<file path="src/rtl/bba_pkg.sv">
package bba_pkg;

	localparam int DEF_NUM_BLOCKS = 1024;
	localparam int DEF_MAX_ORDERS = 11;

	localparam int ADDR_W     = 22;
	localparam int LEN_W      = 22;
	localparam int GORD_W     = 4;
	localparam int STATUS_W   = 2;
	localparam int CFG_W      = 4;
	localparam int CFG_IDX_W  = 1;
	localparam int SHIFT_W    = 6;

	localparam logic [CFG_W-1:0] MAX_BS_LOG2 = 4'd12;
	localparam logic [CFG_W-1:0] RST_BS_LOG2 = 4'd4;
	localparam logic [CFG_W-1:0] RST_LEVELS  = 4'd11;

	localparam logic [CFG_IDX_W-1:0] CFG_BLOCK_SIZE_LOG2 = 1'd0;
	localparam logic [CFG_IDX_W-1:0] CFG_LEVELS_IN_USE   = 1'd1;

	localparam logic [STATUS_W-1:0] ST_OK       = 2'd0;
	localparam logic [STATUS_W-1:0] ST_NO_MEM   = 2'd1;
	localparam logic [STATUS_W-1:0] ST_BAD_FREE = 2'd2;

	localparam logic MODE_ALLOC = 1'b0;
	localparam logic MODE_FREE  = 1'b1;

	typedef struct packed {
		logic              mode;
		logic [LEN_W-1:0]  request_length;
		logic [ADDR_W-1:0] address;
	} req_t;

	typedef struct packed {
		logic [ADDR_W-1:0]   block_address;
		logic [GORD_W-1:0]   granted_order;
		logic [STATUS_W-1:0] status;
	} rsp_t;

	typedef enum logic [4:0] {
		CMD_NONE,
		CMD_CLEAR,
		CMD_CLR_END,
		CMD_LOAD,
		CMD_WANT,
		CMD_FIND,
		CMD_SCAN_RD,
		CMD_SCAN_CHK,
		CMD_TAKE,
		CMD_SPLIT,
		CMD_ALLOC_FIN,
		CMD_FREE_RD,
		CMD_FREE_CHK,
		CMD_MERGE_RD,
		CMD_MERGE_CHK,
		CMD_MERGE_SET,
		CMD_ERR_NO_MEM,
		CMD_ERR_BAD_FREE,
		CMD_EMIT
	} cmd_t;

	typedef struct packed {
		logic mode;
		logic too_big;
		logic bad_addr;
		logic ord_found;
		logic rd_bit;
		logic alloc_bit;
		logic o_eq_want;
		logic o_m1_eq_want;
		logic o_ge_top;
		logic clr_last;
		logic out_free;
	} dp_status_t;

endpackage

</file>
<file path="src/rtl/bba_ctrl.sv">
module bba_ctrl (
	input  logic                clk,
	input  logic                arst_n,
	input  logic                req_valid,
	input  logic                cfg_we,
	input  bba_pkg::dp_status_t status,
	output bba_pkg::cmd_t       cmd,
	output logic                busy
);

	typedef enum logic [3:0] {
		S_CLEAR,
		S_CLR_END,
		S_IDLE,
		S_CALC,
		S_FIND,
		S_SCAN,
		S_SCAN_CHK,
		S_TAKE,
		S_SPLIT,
		S_ALLOC_FIN,
		S_FREE_CHK,
		S_MERGE,
		S_MERGE_CHK,
		S_MERGE_SET,
		S_EMIT
	} state_t;

	state_t state_q, state_d;
	logic   busy_q;

	always_comb begin
		cmd     = bba_pkg::CMD_NONE;
		state_d = state_q;
		unique case (state_q)
			S_CLEAR: begin
				cmd = bba_pkg::CMD_CLEAR;
				if (status.clr_last) begin
					state_d = S_CLR_END;
				end
			end
			S_CLR_END: begin
				cmd     = bba_pkg::CMD_CLR_END;
				state_d = S_IDLE;
			end
			S_IDLE: begin
				if (req_valid) begin
					cmd     = bba_pkg::CMD_LOAD;
					state_d = S_CALC;
				end
			end
			S_CALC: begin
				if (status.mode == bba_pkg::MODE_ALLOC) begin
					if (status.too_big) begin
						cmd     = bba_pkg::CMD_ERR_NO_MEM;
						state_d = S_EMIT;
					end else begin
						cmd     = bba_pkg::CMD_WANT;
						state_d = S_FIND;
					end
				end else if (status.bad_addr) begin
					cmd     = bba_pkg::CMD_ERR_BAD_FREE;
					state_d = S_EMIT;
				end else begin
					cmd     = bba_pkg::CMD_FREE_RD;
					state_d = S_FREE_CHK;
				end
			end
			S_FIND: begin
				if (status.ord_found) begin
					cmd     = bba_pkg::CMD_FIND;
					state_d = S_SCAN;
				end else begin
					cmd     = bba_pkg::CMD_ERR_NO_MEM;
					state_d = S_EMIT;
				end
			end
			S_SCAN: begin
				cmd     = bba_pkg::CMD_SCAN_RD;
				state_d = S_SCAN_CHK;
			end
			S_SCAN_CHK: begin
				cmd     = bba_pkg::CMD_SCAN_CHK;
				state_d = status.rd_bit ? S_TAKE : S_SCAN;
			end
			S_TAKE: begin
				cmd     = bba_pkg::CMD_TAKE;
				state_d = status.o_eq_want ? S_ALLOC_FIN : S_SPLIT;
			end
			S_SPLIT: begin
				cmd = bba_pkg::CMD_SPLIT;
				if (status.o_m1_eq_want) begin
					state_d = S_ALLOC_FIN;
				end
			end
			S_ALLOC_FIN: begin
				cmd     = bba_pkg::CMD_ALLOC_FIN;
				state_d = S_EMIT;
			end
			S_FREE_CHK: begin
				if (status.alloc_bit) begin
					cmd     = bba_pkg::CMD_FREE_CHK;
					state_d = S_MERGE;
				end else begin
					cmd     = bba_pkg::CMD_ERR_BAD_FREE;
					state_d = S_EMIT;
				end
			end
			S_MERGE: begin
				if (status.o_ge_top) begin
					state_d = S_MERGE_SET;
				end else begin
					cmd     = bba_pkg::CMD_MERGE_RD;
					state_d = S_MERGE_CHK;
				end
			end
			S_MERGE_CHK: begin
				if (status.rd_bit) begin
					cmd     = bba_pkg::CMD_MERGE_CHK;
					state_d = S_MERGE;
				end else begin
					state_d = S_MERGE_SET;
				end
			end
			S_MERGE_SET: begin
				cmd     = bba_pkg::CMD_MERGE_SET;
				state_d = S_EMIT;
			end
			S_EMIT: begin
				cmd = bba_pkg::CMD_EMIT;
				if (status.out_free) begin
					state_d = S_IDLE;
				end
			end
			default: begin
				state_d = S_CLEAR;
			end
		endcase
		// a register write re-initialises the pool
		if (cfg_we) begin
			cmd     = bba_pkg::CMD_NONE;
			state_d = S_CLEAR;
		end
	end

	always_ff @(posedge clk or negedge arst_n) begin
		if (!arst_n) begin
			state_q <= S_CLEAR;
			busy_q  <= 1'b1;
		end else begin
			state_q <= state_d;
			busy_q  <= (state_d != S_IDLE);
		end
	end

	assign busy = busy_q;

endmodule

</file>
<file path="config.mk">
export PLATFORM = sky130hd
export DESIGN_NAME = bba_ctrl
export DESIGN_NICKNAME = d
export VERILOG_FILES = /design/src/rtl/bba_pkg.sv /design/src/rtl/bba_ctrl.sv
export SDC_FILE = /design/constraint.sdc
export NUM_CORES = 1
export LEC_CHECK = 0
export ABC_CLOCK_PERIOD_IN_PS = 1300
export BUFFER_PORTS_ARGS = -buffer_cell sky130_fd_sc_hd__buf_4
export CAP_MARGIN = 10
export CORE_UTILIZATION = 43
export CTS_BUF_LIST = sky130_fd_sc_hd__clkbuf_4 sky130_fd_sc_hd__clkbuf_8 sky130_fd_sc_hd__clkbuf_16
export DETAILED_ROUTE_END_ITERATION = 16
export GPL_TIMING_DRIVEN = 0
export MAX_ROUTING_LAYER = met4
export PLACE_DENSITY_LB_ADDON = 0.15
export SYNTH_ARGS = -nofsm -noshare
export SYNTH_HDL_FRONTEND = slang
export SYNTH_SLANG_ARGS = --single-unit
export TNS_END_PERCENT = 10
</file>
<file path="constraint.sdc">
create_clock -name clk -period 1.3 [get_ports clk]
set_input_delay 0.13 -clock clk [delete_from_list [all_inputs] [get_ports clk]]
set_output_delay 0.13 -clock clk [all_outputs]
set_load 0.02 [all_outputs]
</file>
==> summary.md <==
| Metric | Value |
|---|---|
| Status | finished with violations |
| Violated checks | setup timing |
| Yosys cell types | 34 |
| Highest fanout seen on the critical path | 4 |
| Largest net degree at the start of global routing | 11 |
| Via count of the routed design | 822 |
| Share of cells above drive strength 1 | 0.424 |
| Post-synthesis cell area | just over 600 µm² |
| Drc violations | 0 |
| First-pass GRT wire length | between 3000 and 4000 µm |
| Final clock skew | ~0.0048 ns |
| Fmax | about 0.57 GHz |
| Antenna-violating nets left | 0 |
| Multi-input gate area | a little over 500 µm² |
| Register area | approximately 130 µm² |
| Reg2Reg Depth | 6 |
| Initial antenna violation count | 0 |
| Hold Crit Depth | 2 |
| I/O Buffers | 20 |
| Final WL | 2150 µm |
| HP Start | cfg_we |
| Starting Density | 0.473 |
| Worst Hold Class | in2reg |
| Seq/Total Area, Yosys | 0.203 |
| Drt via density | between 6 and 7 |
| Max clock buf depth | 2 |
| CTS root buf | clkbuf_4 |
| Total track usage | 0.298 |
| IO Count | 21 |
| GRT overflow | 0 |
| GPL Wtd Cong | 0.889 |
| # rows | 13 |
| Area fraction of the dominant cell type after synthesis | 0.161 |
| Nets@finish | between 100 and 150 |
| Slew Limit Fails | 0 |
| Number of global-route vias before repair | ~700 |
| Endpoints failing setup | 10 |
| Leak Pwr | ~0.38 nW |
| Fill count | 125 |
| R2R Setup Slk | -0.13 ns |
| CTS tree | done |
| Post-DP HPWL | about 1500 µm |
| Critical Path End Type | primary output |
| Clock Pin Slew Worst Setup and Hold Paths | ~0.05 ns |
| Maxcap violations | 0 |
| Die W | about 40 µm |
| CP Launch Type | flop |
| Util after Layout | 0.700 |
| FF-to-FF End | busy |
| Final hold vios | 0 |
| Hold path endpoint | state_q[1] |
| H-Tree Depth | 1 |
| Avg Synthesized Cell Area | a little under 7 µm² |
| Worst-Skew Late Latency | 0.25 ns |
| RSZ-0062 raised after global routing | yes |
| WS Path Type | reg2out |
| DRT Pass-1 Iters | 4 |
| Max VDD drop | approximately 660 µV |
| Yosys warnings | 0 |
| Worst Max-Slew Pin Slew | roughly 0.31 ns |
| Final worst path period share | 1.36 |
| Cell taking the most area after synthesis | dfrtp_1 |
| Reg2Reg Launch Point | state_q[1] |
| Setup slack after layout | -0.462 ns |
| Main area contributors after synthesis | dfrtp_1 16%, a21oi_1 8.0%, nand2_1 7.8% |
| Mapped Nets | between 100 and 150 |
| CTS Sinks | 5 |
| CP required | between 1 and 1.5 ns |
| Critical Path AT | 1.63 ns |
| Core area | between 1000 and 1500 µm² |
| Final hold slack | between 0.06 and 0.07 ns |
| Area Growth Syn to Fin | 48.0% |
| Die span in y | 40.1 µm |
| Initial drt markers | roughly 50 |
| Ant diodes | 0 |
| Num CTS Buffers | 3 |
| Minimum clock period | between 1.5 and 2 ns |
| Die Area | 1610 µm² |
| Seq cells post-synth | 5 |
| Worst rel slew slack | 0.790 |
| Mean routed wirelength per cell | between 15 and 20 µm |
| Power Density | roughly 800 nW/µm² |
| Cells after synthesis | just over 90 |
cell usage after synthesis (all sizes together):
master	count
mux2	1
nor4b	1
buf	6
dfrtp	4
o2bb2ai	1
nor2b	2
o31ai	1
nand4	1
nand2b	3
inv	4
a31oi	4
nor3	2
a22oi	1
a211o	1
a32oi	1
and2	1
a221oi	1
a21oi	10
or2b	1
nand2	13
nand3	2
o22a	1
o21bai	1
o21ai	11
o22ai	2
dfstp	1
o211ai	1
and3	1
nor2	11
o211a	1
a21o	1
cell usage in the layout, fill, tap and decap left out, drive strengths merged, types with 2 or more instances in the layout:
| master | instances |
|---|---|
| nand2 | 13 |
| nor2b | 2 |
| a31oi | 4 |
| a21oi | 10 |
| nor2 | 11 |
| inv | 4 |
| o22ai | 2 |
| buf | 26 |
| clkbuf | 4 |
| nor3 | 2 |
| nand2b | 3 |
| dfrtp | 4 |
| nand3 | 2 |
| o21ai | 11 |
critical path, stage by stage, from the launching register on:
cell and delay, ns:
dfrtp_1 0.41, or2b_1 0.27, o31ai_2 0.19, nand2_1 0.08
a21o_1 0.18, a21oi_4 0.14, buf_6 0.12
metrics by stage:
stage / worst slack, ns / power (mW) / cell area [µm²] / TNS (ns) / cells
5_1_grt: -0.544 / 0.761 / 922 / -3.09 / 133
2_1_floorplan: -0.104 / 0.391 / 656 / -0.269 / 92
3_3_place_gp: -0.316 / 0.495 / 825 / -1.99 / 127
4_1_cts: -0.459 / 0.702 / 902 / -2.49 / 133
3_5_place_dp: -0.325 / 0.498 / 825 / -2.04 / 127
6_report: -0.462 / 0.727 / 922 / -2.44 / 133
flip-flops by register name, summed over array words and instances (netlist names):
name,count
state_q,4
busy,1
cells by family (layout without fill, tap and decap cells):
family,count (synthesis),after routing,synth area share
flip-flops,5,5,0.203
buffers and inverters,10,36,0.0903
AND/OR/NAND/NOR,38,38,0.287
multiplexers,1,1,0.0181
AO/OA/AOI/OAI,38,38,0.402
power by group:
group	internal (mW)	switching, mW	total (mW)
clock network	0.112	0.0749	0.187
logic	0.156	0.201	0.357
registers	0.172	0.0115	0.183
total	0.440	0.287	0.727
area by class of cell:
type,count,area share
plain buffers,6,0.0543
clock buffers,3,0.0244
clock inverters,1,0.00543
inverters,4,0.0163
multi-input cells,77,0.555
flip-flops and latches,5,0.138
well taps,15,0.0204
repair buffers,22,0.186
how the worst max path moves through the flow:
stage                    start     end  slack, ns  depth (start not counted)
finish              state_q[2]  cmd[2]      -0.46                          6
global route        state_q[2]  cmd[2]      -0.54                          6
CTS                 state_q[2]  cmd[2]      -0.46                          6
detailed placement  state_q[2]  cmd[0]      -0.33                          5
global placement    state_q[1]  cmd[0]      -0.32                          5
floorplan           state_q[2]  cmd[2]      -0.10                          5
routing by layer:
metal  track usage  vias to the layer above  routed length [µm]
met1         0.367                      386                 838
met3        0.0333                        2                 184
li1              -                      388                   -
met4        0.0862                        0                  27
met5             -                        -                   0
met2         0.508                       46                1100
timing repair:
| item | CTS | global route |
|---|---|---|
| endpoints found under the setup margin | 9 | 10 |
| gates cloned | 0 | 0 |
| gates resized for setup | 7 | 8 |
| buffers inserted | 1 | 0 |
| hold buffers | 1 | 0 |
| pin swaps | 4 | 4 |
| endpoints found under the hold margin | 5 | 0 |
(Power assumes the default switching activity.)
